[src/sv/prlt_pkg.sv]
`timescale 1ns / 1ps
// ----------------------------------------------------------------------------
// prlt_pkg
// Shared types and constants for the pump run-limit and lockout timer.
// ----------------------------------------------------------------------------
package prlt_pkg;

  // Field and register widths
  localparam int unsigned OpW       = 2;
  localparam int unsigned SecW      = 32;
  localparam int unsigned StatusW   = 16;
  localparam int unsigned RunW      = 16;
  localparam int unsigned LockoutW  = 15;
  localparam int unsigned CfgIdxW   = 2;
  localparam int unsigned CfgDataW  = 16;

  // Register reset values
  localparam logic [StatusW-1:0]  StatusPeriodRst  = 16'd60;
  localparam logic [RunW-1:0]     RunLimitRst      = 16'd10;
  localparam logic [LockoutW-1:0] LockoutPeriodRst = 15'd3600;

  // Operation codes carried by an input transaction
  typedef enum logic [OpW-1:0] {
    OP_TICK  = 2'd0,
    OP_START = 2'd1,
    OP_STOP  = 2'd2
  } op_e;

  // Configuration register indexes
  typedef enum logic [CfgIdxW-1:0] {
    CFG_STATUS_PERIOD  = 2'd0,
    CFG_RUN_LIMIT      = 2'd1,
    CFG_LOCKOUT_PERIOD = 2'd2
  } cfg_idx_e;

  // Current configuration, handed to the timer core
  typedef struct packed {
    logic [StatusW-1:0]  status_interval;
    logic [RunW-1:0]     run_limit;
    logic [LockoutW-1:0] lockout_period;
  } cfg_t;

  // One result transaction
  typedef struct packed {
    logic            pump_running;
    logic            status_due;
    logic [SecW-1:0] idle_seconds;
    logic            lockout_active;
  } result_t;

endpackage

[src/sv/pump_run_limit_lockout_timer_top.sv]
`timescale 1ns / 1ps
// ----------------------------------------------------------------------------
// pump_run_limit_lockout_timer_top
// Pump run-limit and lockout timer with valid/ready channels.
// ----------------------------------------------------------------------------
// Every transaction (one-second tick, start or stop) gives exactly one result.
// A transaction is held in the input register, is processed in a single
// pass of counter logic and lands in the result register, which offers its
// result; one transaction is taken every cycle while results are drained;
// only a stalled result register holds the flow. Configuration writes take
// effect on the next clock edge and belong to times when no transaction is
// in flight. Unused op code 3 leaves the state alone and reports it.
module pump_run_limit_lockout_timer_top (
  input  logic                          clk_i,
  input  logic                          rst_ni,
  // configuration
  input  logic                          cfg_we_i,
  input  logic [prlt_pkg::CfgIdxW-1:0]  cfg_idx_i,
  input  logic [prlt_pkg::CfgDataW-1:0] cfg_wdata_i,
  // input channel
  input  logic                          in_valid_i,
  output logic                          in_ready_o,
  input  logic [prlt_pkg::OpW-1:0]      op_i,
  input  logic                          reservoir_empty_i,
  // result channel
  output logic                          out_valid_o,
  input  logic                          out_ready_i,
  output logic                          pump_running_o,
  output logic                          status_due_o,
  output logic [prlt_pkg::SecW-1:0]     idle_seconds_o,
  output logic                          lockout_active_o
);

  prlt_pkg::cfg_t    cfg;
  prlt_pkg::result_t res;
  prlt_pkg::result_t res_q;

  logic                     in_valid_q, in_valid_d;
  logic [prlt_pkg::OpW-1:0] op_q;
  logic                     empty_q;
  logic                     out_valid_q, out_valid_d;
  logic                     fire;

  prlt_cfg_regs u_cfg (
    .clk_i       (clk_i),
    .rst_ni      (rst_ni),
    .cfg_we_i    (cfg_we_i),
    .cfg_idx_i   (cfg_idx_i),
    .cfg_wdata_i (cfg_wdata_i),
    .cfg_o       (cfg)
  );

  prlt_core u_core (
    .clk_i             (clk_i),
    .rst_ni            (rst_ni),
    .en_i              (fire),
    .op_i              (op_q),
    .reservoir_empty_i (empty_q),
    .cfg_i             (cfg),
    .res_o             (res)
  );

  // Handshake: process when the result register is free or being drained
  assign fire        = in_valid_q && (!out_valid_q || out_ready_i);
  assign in_ready_o  = !in_valid_q || fire;
  assign in_valid_d  = in_ready_o ? in_valid_i : in_valid_q;
  assign out_valid_d = fire ? 1'b1 : (out_ready_i ? 1'b0 : out_valid_q);

  // Valid flags
  always_ff @(posedge clk_i or negedge rst_ni) begin
    if (!rst_ni) begin
      in_valid_q  <= 1'b0;
      out_valid_q <= 1'b0;
    end else begin
      in_valid_q  <= in_valid_d;
      out_valid_q <= out_valid_d;
    end
  end

  // Input payload register
  always_ff @(posedge clk_i) begin
    if (in_valid_i && in_ready_o) begin
      op_q    <= op_i;
      empty_q <= reservoir_empty_i;
    end
  end

  // Result register
  always_ff @(posedge clk_i) begin
    if (fire) begin
      res_q <= res;
    end
  end

  assign out_valid_o      = out_valid_q;
  assign pump_running_o   = res_q.pump_running;
  assign status_due_o     = res_q.status_due;
  assign idle_seconds_o   = res_q.idle_seconds;
  assign lockout_active_o = res_q.lockout_active;

endmodule

[src/sv/prlt_cfg_regs.sv]
`timescale 1ns / 1ps
// ----------------------------------------------------------------------------
// prlt_cfg_regs
// Configuration register file: status period, run limit and lockout period.
// ----------------------------------------------------------------------------
module prlt_cfg_regs (
  input  logic                          clk_i,
  input  logic                          rst_ni,
  input  logic                          cfg_we_i,
  input  logic [prlt_pkg::CfgIdxW-1:0]  cfg_idx_i,
  input  logic [prlt_pkg::CfgDataW-1:0] cfg_wdata_i,
  output prlt_pkg::cfg_t                cfg_o
);

  prlt_pkg::cfg_t cfg_q, cfg_d;

  // Write decode; an index beyond the list is dropped
  always_comb begin
    cfg_d = cfg_q;
    if (cfg_we_i) begin
      unique case (prlt_pkg::cfg_idx_e'(cfg_idx_i))
        prlt_pkg::CFG_STATUS_PERIOD:
          cfg_d.status_interval = cfg_wdata_i[prlt_pkg::StatusW-1:0];
        prlt_pkg::CFG_RUN_LIMIT:
          cfg_d.run_limit = cfg_wdata_i[prlt_pkg::RunW-1:0];
        prlt_pkg::CFG_LOCKOUT_PERIOD:
          cfg_d.lockout_period = cfg_wdata_i[prlt_pkg::LockoutW-1:0];
        default: ;
      endcase
    end
  end

  always_ff @(posedge clk_i or negedge rst_ni) begin
    if (!rst_ni) begin
      cfg_q.status_interval <= prlt_pkg::StatusPeriodRst;
      cfg_q.run_limit       <= prlt_pkg::RunLimitRst;
      cfg_q.lockout_period  <= prlt_pkg::LockoutPeriodRst;
    end else begin
      cfg_q <= cfg_d;
    end
  end

  assign cfg_o = cfg_q;

endmodule

[src/sv/prlt_core.sv]
`timescale 1ns / 1ps
// ----------------------------------------------------------------------------
// prlt_core
// Timer state and its single-pass update for one tick, start or stop.
// ----------------------------------------------------------------------------
module prlt_core (
  input  logic                      clk_i,
  input  logic                      rst_ni,
  input  logic                      en_i,
  input  logic [prlt_pkg::OpW-1:0]  op_i,
  input  logic                      reservoir_empty_i,
  input  prlt_pkg::cfg_t            cfg_i,
  output prlt_pkg::result_t         res_o
);

  logic [prlt_pkg::SecW-1:0]     sec_q, sec_d;
  logic [prlt_pkg::SecW-1:0]     last_stop_q, last_stop_d;
  logic [prlt_pkg::StatusW-1:0]  status_q, status_d;
  logic [prlt_pkg::RunW-1:0]     run_q, run_d;
  logic [prlt_pkg::LockoutW-1:0] lockout_q, lockout_d;
  logic                          pump_q, pump_d;
  logic                          due;

  // Next state for the transaction in the input register
  always_comb begin
    sec_d       = sec_q;
    last_stop_d = last_stop_q;
    status_d    = status_q;
    run_d       = run_q;
    lockout_d   = lockout_q;
    pump_d      = pump_q;
    due         = 1'b0;

    unique case (prlt_pkg::op_e'(op_i))
      prlt_pkg::OP_TICK: begin
        // seconds, saturating
        if (sec_q != '1) begin
          sec_d = sec_q + prlt_pkg::SecW'(1);
        end
        // status period; wrap of the counter also counts as due
        status_d = status_q + prlt_pkg::StatusW'(1);
        if (status_d >= cfg_i.status_interval || status_d == '0) begin
          status_d = '0;
          due      = 1'b1;
        end
        // run time and automatic stop
        if (pump_q) begin
          if (run_q != '1) begin
            run_d = run_q + prlt_pkg::RunW'(1);
          end
          if (run_d >= cfg_i.run_limit || reservoir_empty_i) begin
            pump_d      = 1'b0;
            run_d       = '0;
            last_stop_d = sec_d;
            lockout_d   = cfg_i.lockout_period;
          end
        end
        // lockout counts down after any stop in this tick
        if (lockout_d != '0) begin
          lockout_d = lockout_d - prlt_pkg::LockoutW'(1);
        end
      end
      prlt_pkg::OP_START: begin
        if (lockout_q == '0 && !pump_q && !reservoir_empty_i) begin
          pump_d = 1'b1;
          run_d  = '0;
        end
      end
      prlt_pkg::OP_STOP: begin
        // recorded even when already off
        pump_d      = 1'b0;
        run_d       = '0;
        last_stop_d = sec_q;
        lockout_d   = cfg_i.lockout_period;
      end
      default: ;
    endcase
  end

  // Result of this transaction
  always_comb begin
    res_o.pump_running   = pump_d;
    res_o.status_due     = due;
    res_o.idle_seconds   = pump_d ? '0 : sec_d - last_stop_d;
    res_o.lockout_active = (lockout_d != '0);
  end

  always_ff @(posedge clk_i or negedge rst_ni) begin
    if (!rst_ni) begin
      sec_q       <= '0;
      last_stop_q <= '0;
      status_q    <= '0;
      run_q       <= '0;
      lockout_q   <= '0;
      pump_q      <= 1'b0;
    end else if (en_i) begin
      sec_q       <= sec_d;
      last_stop_q <= last_stop_d;
      status_q    <= status_d;
      run_q       <= run_d;
      lockout_q   <= lockout_d;
      pump_q      <= pump_d;
    end
  end

endmodule

[config.mk]
export PLATFORM = sky130hd
export DESIGN_NAME = pump_run_limit_lockout_timer_top
export DESIGN_NICKNAME = d
export VERILOG_FILES = /design/src/sv/prlt_pkg.sv /design/src/sv/pump_run_limit_lockout_timer_top.sv /design/src/sv/prlt_cfg_regs.sv /design/src/sv/prlt_core.sv
export SDC_FILE = /design/constraint.sdc
export NUM_CORES = 1
export LEC_CHECK = 0
export BUFFER_PORTS_ARGS = -buffer_cell sky130_fd_sc_hd__buf_2
export CORE_MARGIN = 3
export CORE_UTILIZATION = 59
export DETAILED_ROUTE_END_ITERATION = 10
export HOLD_SLACK_MARGIN = 0.15
export PLACE_DENSITY = 0.88
export SYNTH_ARGS = -nofsm -noshare
export SYNTH_HDL_FRONTEND = slang
export SYNTH_SLANG_ARGS = --single-unit
[constraint.sdc]
create_clock -name clk_i -period 9.1 [get_ports clk_i]
set_input_delay 1.82 -clock clk_i [delete_from_list [all_inputs] [get_ports clk_i]]
set_output_delay 1.82 -clock clk_i [all_outputs]
set_load 0.01 [all_outputs]
# Yosys cells after proc, flatten, opt, wreduce, memory -nomap -nowiden
# Cells that the tools add are included.
[op_classes]
add_sub_neg = 5
magnitude_cmp = 2
n_eq_ne = 8
muxes = 25
reduce_logical = 25
[op_table]
columns = ["cell", "n"]
rows = [
  ["$mux W32", 4],
  ["$mux W16", 7],
  ["$pmux W32 S2", 1],
  ["$mux W15", 4],
  ["$pmux W16 S3", 1],
  ["$add A16 B1 Y16 const B", 2],
  ["$add A32 B1 Y32 const B", 1],
  ["$ge A16 B16 Y1", 2],
  ["$ne A32 B32 Y1 const B", 1],
  ["$sub A32 B32 Y32", 1],
  ["$pmux W15 S2", 1],
  ["$reduce_bool A15 Y1", 2],
  ["$logic_not A16 Y1", 1],
  ["$ne A16 B16 Y1 const B", 1],
  ["$logic_not A15 Y1", 1],
  ["$sub A15 B1 Y15 const B", 1],
  ["$reduce_and A2 Y1", 4],
  ["$mux W1", 6],
  ["$eq A2 B1 Y1 const B", 2],
  ["$eq A2 B2 Y1 const B", 2],
  ["$logic_and A1 B1 Y1", 4],
  ["$logic_not A1 Y1", 4],
  ["$logic_not A2 Y1", 2],
  ["$logic_or A1 B1 Y1", 4],
  ["5 further kinds", 6],
]
[word_totals]
regBits = 199
inputBits = 26
output_inout_bits = 37
word_cells = 82

# Longest topological paths before layout
[depth]
word_depth = 13
depth_mapped = 34
depth_no_buf = 29

# Hierarchy
# A second synthesis with hierarchy kept.
[hier_totals]
hier_cells = 1428
area_unflattened_um2 = 12979.9
[modules_own_cells]
columns = ["module", "n_inst", "cells_each", "area_each_um2", "seq_area_each_um2"]
rows = [
  ["prlt_core", 1, 1282, 9943.3, 2802.7],
  ["prlt_cfg_regs", 1, 100, 1791.7, 1188.6],
  ["pump_run_limit_lockout_timer_top", 1, 46, 1244.9, 1191.1],
]

# Worst setup path before layout
# No wires, ideal clock.
[synth_path]
path_kind = "register to register"
from = "register u_core.run_q[4] in the netlist's numbering"
to = "register res_q (netlist bit lockout_active_o) (data pin)"
t_arrival_ns = 6.688
t_required_ns = 8.828
setup_slack_ns = 2.140
stages_incl_launch_ff = 28
n_path_buf = 5
synth_period_minus_slack_ns = 6.960
cell_sequence = "dfrtp_1 > nand3_1 > nor2_1 > nand4_1 > or3_1 > clkbuf_1 > xnor2_1 > ha_1 > nand2b_1 > a2111o_1 > a311oi_1 > a21o_1 > clkbuf_1 > buf_2 > buf_1 > buf_1 > mux2i_1 > ha_1 > or4b_2 > nor3_1 > or2_2 > nor2_1 > mux2_2 > a311o_1 > nand2_1 > and4_1 > nand4_1 > or4_1"
[synth_rtl]
columns = ["item", "line_no", "source"]
rows = [
  ["start: declaration", "prlt_core.sv:19", "logic [prlt_pkg::RunW-1:0] run_q, run_d;"],
  ["start signal: assignment", "prlt_core.sv:100", "run_q <= run_d;"],
  ["end signal: assignment", "pump_run_limit_lockout_timer_top.sv:91", "res_q <= res;"],
  ["end: declaration", "pump_run_limit_lockout_timer_top.sv:36", "prlt_pkg::result_t res_q;"],
]

# Final worst setup path
[layout_path]
from = "register u_core.run_q[4] in the netlist's numbering"
to = "register res_q (netlist bit idle_seconds_o[31]) (data pin)"
[layout_via]
elab_chain_len = 10
elab_cells_between_ends = 14
[layout_lines]
columns = ["item", "line_no", "source"]
rows = [
  ["$add A16 B1 Y16 / $ne A16 B16 Y1 (equally long branches)", "prlt_core.sv:49, prlt_core.sv:48", ""],
  ["$mux W16 *", "prlt_core.sv:48", "if (run_q != '1) begin"],
  ["$mux W16 *", "prlt_core.sv:47", "if (pump_q) begin"],
  ["$mux W16 *", "prlt_core.sv:34", "unique case (prlt_pkg::op_e'(op_i))"],
  ["$ge A16 B16 Y1 *", "prlt_core.sv:51", "if (run_d >= cfg_i.run_limit || reservoir_empty_i) begin"],
  ["$logic_or A1 B1 Y1 *", "prlt_core.sv:51", ""],
  ["$mux W32", "prlt_core.sv:51", ""],
  ["$mux W32", "prlt_core.sv:47", ""],
  ["$pmux W32 S2", "prlt_core.sv:34", ""],
  ["$sub A32 B32 Y32", "prlt_core.sv:84", "res_o.idle_seconds = pump_d ? '0 : sec_d - last_stop_d;"],
]
# Every way passes the cells marked *; elsewhere a longest branch is shown, timed or not. The select of a mux whose other input is x is not followed.
# A chain may end at the register's enable or synchronous reset.

==> flow_summary.ini <==
[worst_hold_path]
holdCritStartpoint = u_cfg.cfg_o[19]
hold_end = u_cfg.cfg_o[19]
whs_path_depth = 1
min_path_type = reg -> reg

[clock_tree]
clock-root-buffer = clkbuf_16
clk_pin_slew_ns = 0.08
ctsResizeCount = 0
clk_latency_ns = 0.45
numCtsBuffers = 17
cts.sink_count = 199
cts_setup_buffers = 0
ctsHoldBuffers = 0
cts_tree = built
h-tree-depth = 4
clk_path_buf_depth = 2

[yosys]
yosys.area.top_type = dfrtp_1
syn_area_um2 = 13200
yosysTopAreaCellShare_pct = 28.6
yosysMostFrequentCell = nand2_1
synthArstFlopShare_pct = 80.9
yosys-top-cells-count = nand2_1, dfrtp_1, o21ai_0
synth_cell_type_count = 75
syn_nets = 1618
synth_edf_count = 38
syn_area_per_cell_um2 = 8.71
ys_seq_elements = 199
synth_area_leaders = dfrtp_1, edfxtp_1, ha_1
seq_area_frac_synth_pct = 39.2
syn_inst = 1519
synth_warnings = 0
synthFlopType = dfrtp_1

[worst_setup_path]
worst_r2r_endpoint = idle_seconds_o[31]
required_ns = 9.29
rr_worst_depth = 27
r2r_start = u_core.run_q[4]
critPathSlowestCell = a21o_2
cp-start-kind = register
arrival_ns = 8.23
path_class = reg -> reg
ff2ff_setup_slack_ns = 1.06
critical_path.top_delay_family = compound AO/OA/AOI/OAI gates
cp-end-kind = register
startpoint = u_core.run_q[4]
crit_buf_inv = 2
critPathMaxFanout = 51
cpPeakStageDelay_ns = 0.86
crit_top_cell = nor2_1

[timing]
tns_ns = 0
timing.fmax_ghz = 0.124
setup_viol = 0
clock_skew_ns = 0.0131
hold_viol_final = 0
timing.hold.ws_ns = 0.511
rsz0062_at_grt = no
slew_viol_final = 0
worst-slew-pin-transition_ns = 1.16
period_share_pct = 88.4
slew_headroom_pct = 22.8
period_needed_ns = 8.04

[pwr]
netSwitchingFraction_pct = 36.1
power.leakage_nw = 6.36
irDropWorstVdd_uv = 106
clockPowerShare_pct = 25.3
switching_power_mw = 1.10
combPwrFrac_pct = 33.8
p_int_mw = 1.95
powerDensity_nw_per_um2 = 214
seqPwrFrac_pct = 40.8

[placed_design]
dpl.hpwl_mm = 22.0
io_buffers = 62
place.gp.congestion = 0.927

[routing]
vias_per_cell = 6.41
drc = 0
initialDrtViolationCount = 994
routed_wl_mm = 32.6
postRouteAntennaNets = 0
wire_per_inst_um = 17.9
num_vias = 11700
first_pass_iters = 5

[global_route]
grt_use_total_pct = 27.2
antenna_found_initial = 0
grt-ovfl-total = 0
grt_pass1_wl_mm = 54.7
first_global_vias = 11300
grt_max_degree = 87

[finish]
utilization_pct = 65.3
fin_nets = 1626
drive_gt1_share_pct = 11.6
area_delta_synth_final_pct = 8.02
diodes = 0

[floorplanning]
die_w_um = 156
die_area_um2 = 24200
rows = 54
core-area_um2 = 21900
initial_core_util_pct = 60.4
ioPinCount = 63
die_h_um = 156

[status]
status = complete, no violations

[flow_run]
drv_cap = 0
-- worst max-delay path by stage --
| stage | cells after the start | slack [ns] | to |
|---|---|---|---|
| 6_report | 27 | 1.06 | idle_seconds_o[31] |
| 2_1_floorplan | 27 | 2.14 | lockout_active_o |
| 3_5_place_dp | 27 | 1.34 | idle_seconds_o[31] |
| 4_1_cts | 27 | 1.24 | idle_seconds_o[31] |
| 5_1_grt | 27 | 0.47 | idle_seconds_o[31] |
| 3_3_place_gp | 27 | 1.63 | idle_seconds_o[31] |
-- cell families (layout without fill, tap and decap cells) --
| family | after synthesis | after routing | synth area share [%] |
|---|---|---|---|
| muxes | 49 | 49 | 4.04 |
| and+or+nand+nor | 556 | 556 | 19.5 |
| adders and majority gates | 73 | 73 | 6.96 |
| AOI/OAI and AO/OA | 386 | 386 | 18.7 |
| buffers and inverters | 143 | 164 | 4.16 |
| xor gates and xnor gates | 113 | 113 | 7.48 |
| DFF | 199 | 199 | 39.2 |
-- registers in the layout, indices dropped and copies added, names as in the netlist --
name / cells
empty_q: 1
status_due_o: 1
u_core.pump_q: 1
u_core.status_q: 16
u_core.last_stop_q: 32
pump_running_o: 1
in_valid_q: 1
op_q: 2
u_core.sec_q: 32
idle_seconds_o: 32
u_core.lockout_q: 15
lockout_active_o: 1
u_core.run_q: 16
u_cfg.cfg_o: 47
out_valid_o: 1
-- final cells by class --
| cell class | count | area [um^2] |
|---|---|---|
| clock buffers | 17 | 425 |
| fillers | 1719 | 7610 |
| repair buffers | 79 | 444 |
| multi-input cells | 1177 | 7510 |
| clock inverters | 15 | 176 |
| inverters | 53 | 199 |
| well taps | 280 | 350 |
| flip-flops and latches | 199 | 5180 |
-- power by group through the flow --
stage	clock network, mW	registers, mW	logic, mW
finish	0.774	1.25	1.03
global route	0.819	1.27	1.16
detailed placement	0	1.26	1.02
global placement	0	1.25	0.985
floorplan	0	1.26	0.727
CTS	0.781	1.25	1.03
-- through the flow --
stage | worst slack (ns) | instance area [um^2] | total power [mW] | cells
global placement | 1.63 | 13700 | 2.24 | 1788
detailed placement | 1.34 | 13700 | 2.29 | 1788
finish | 1.06 | 14300 | 3.06 | 1820
floorplan | 2.14 | 13200 | 1.99 | 1519
CTS | 1.24 | 14300 | 3.06 | 1820
global route | 0.468 | 14300 | 3.25 | 1820
-- worst reg2reg max path: stages (launching register included) --
cell       delay [ns]
dfrtp_1          0.45
nand3_1          0.16
nor2_1           0.25
nand4_1          0.20
nor3_1           0.73
nor2_1           0.22
nand2_1          0.14
xnor2_1          0.15
ha_1             0.30
a21oi_1          0.16
a21boi_0         0.10
a311oi_1         0.47
a21o_2           0.86
nor2_1           0.10
buf_4            0.26
a21o_1           0.19
a221oi_1         0.33
ha_1             0.35
a2111o_1         0.45
o2111ai_1        0.27
a21boi_0         0.20
o21ai_0          0.25
buf_4            0.20
o211ai_1         0.15
a41oi_1          0.42
a211oi_1         0.15
xnor2_1          0.19
nor2_1           0.06
-- placed cells by master (no fill, tap or decap), types with 24 or more instances in the layout --
cell	instances
nand4_1	24
xnor2_1	54
nand3_1	45
nor3_1	31
buf_2	61
mux2_2	35
edfxtp_1	38
dfrtp_1	151
a21oi_1	80
inv_1	52
nor2_1	126
o21ai_0	139
xor2_1	59
ha_1	71
o31ai_1	24
nand2_1	224
-- layer usage --
| metal | share of wire (%) | track usage (%) |
|---|---|---|
| met1 | 42 | 36.2 |
| met2 | 49 | 45.6 |
| met3 | 6.6 | 4.30 |
| met4 | 2.1 | 9.55 |
| met5 | 0 | 0 |
No activity file was read; power rests on OpenSTA's default activity.
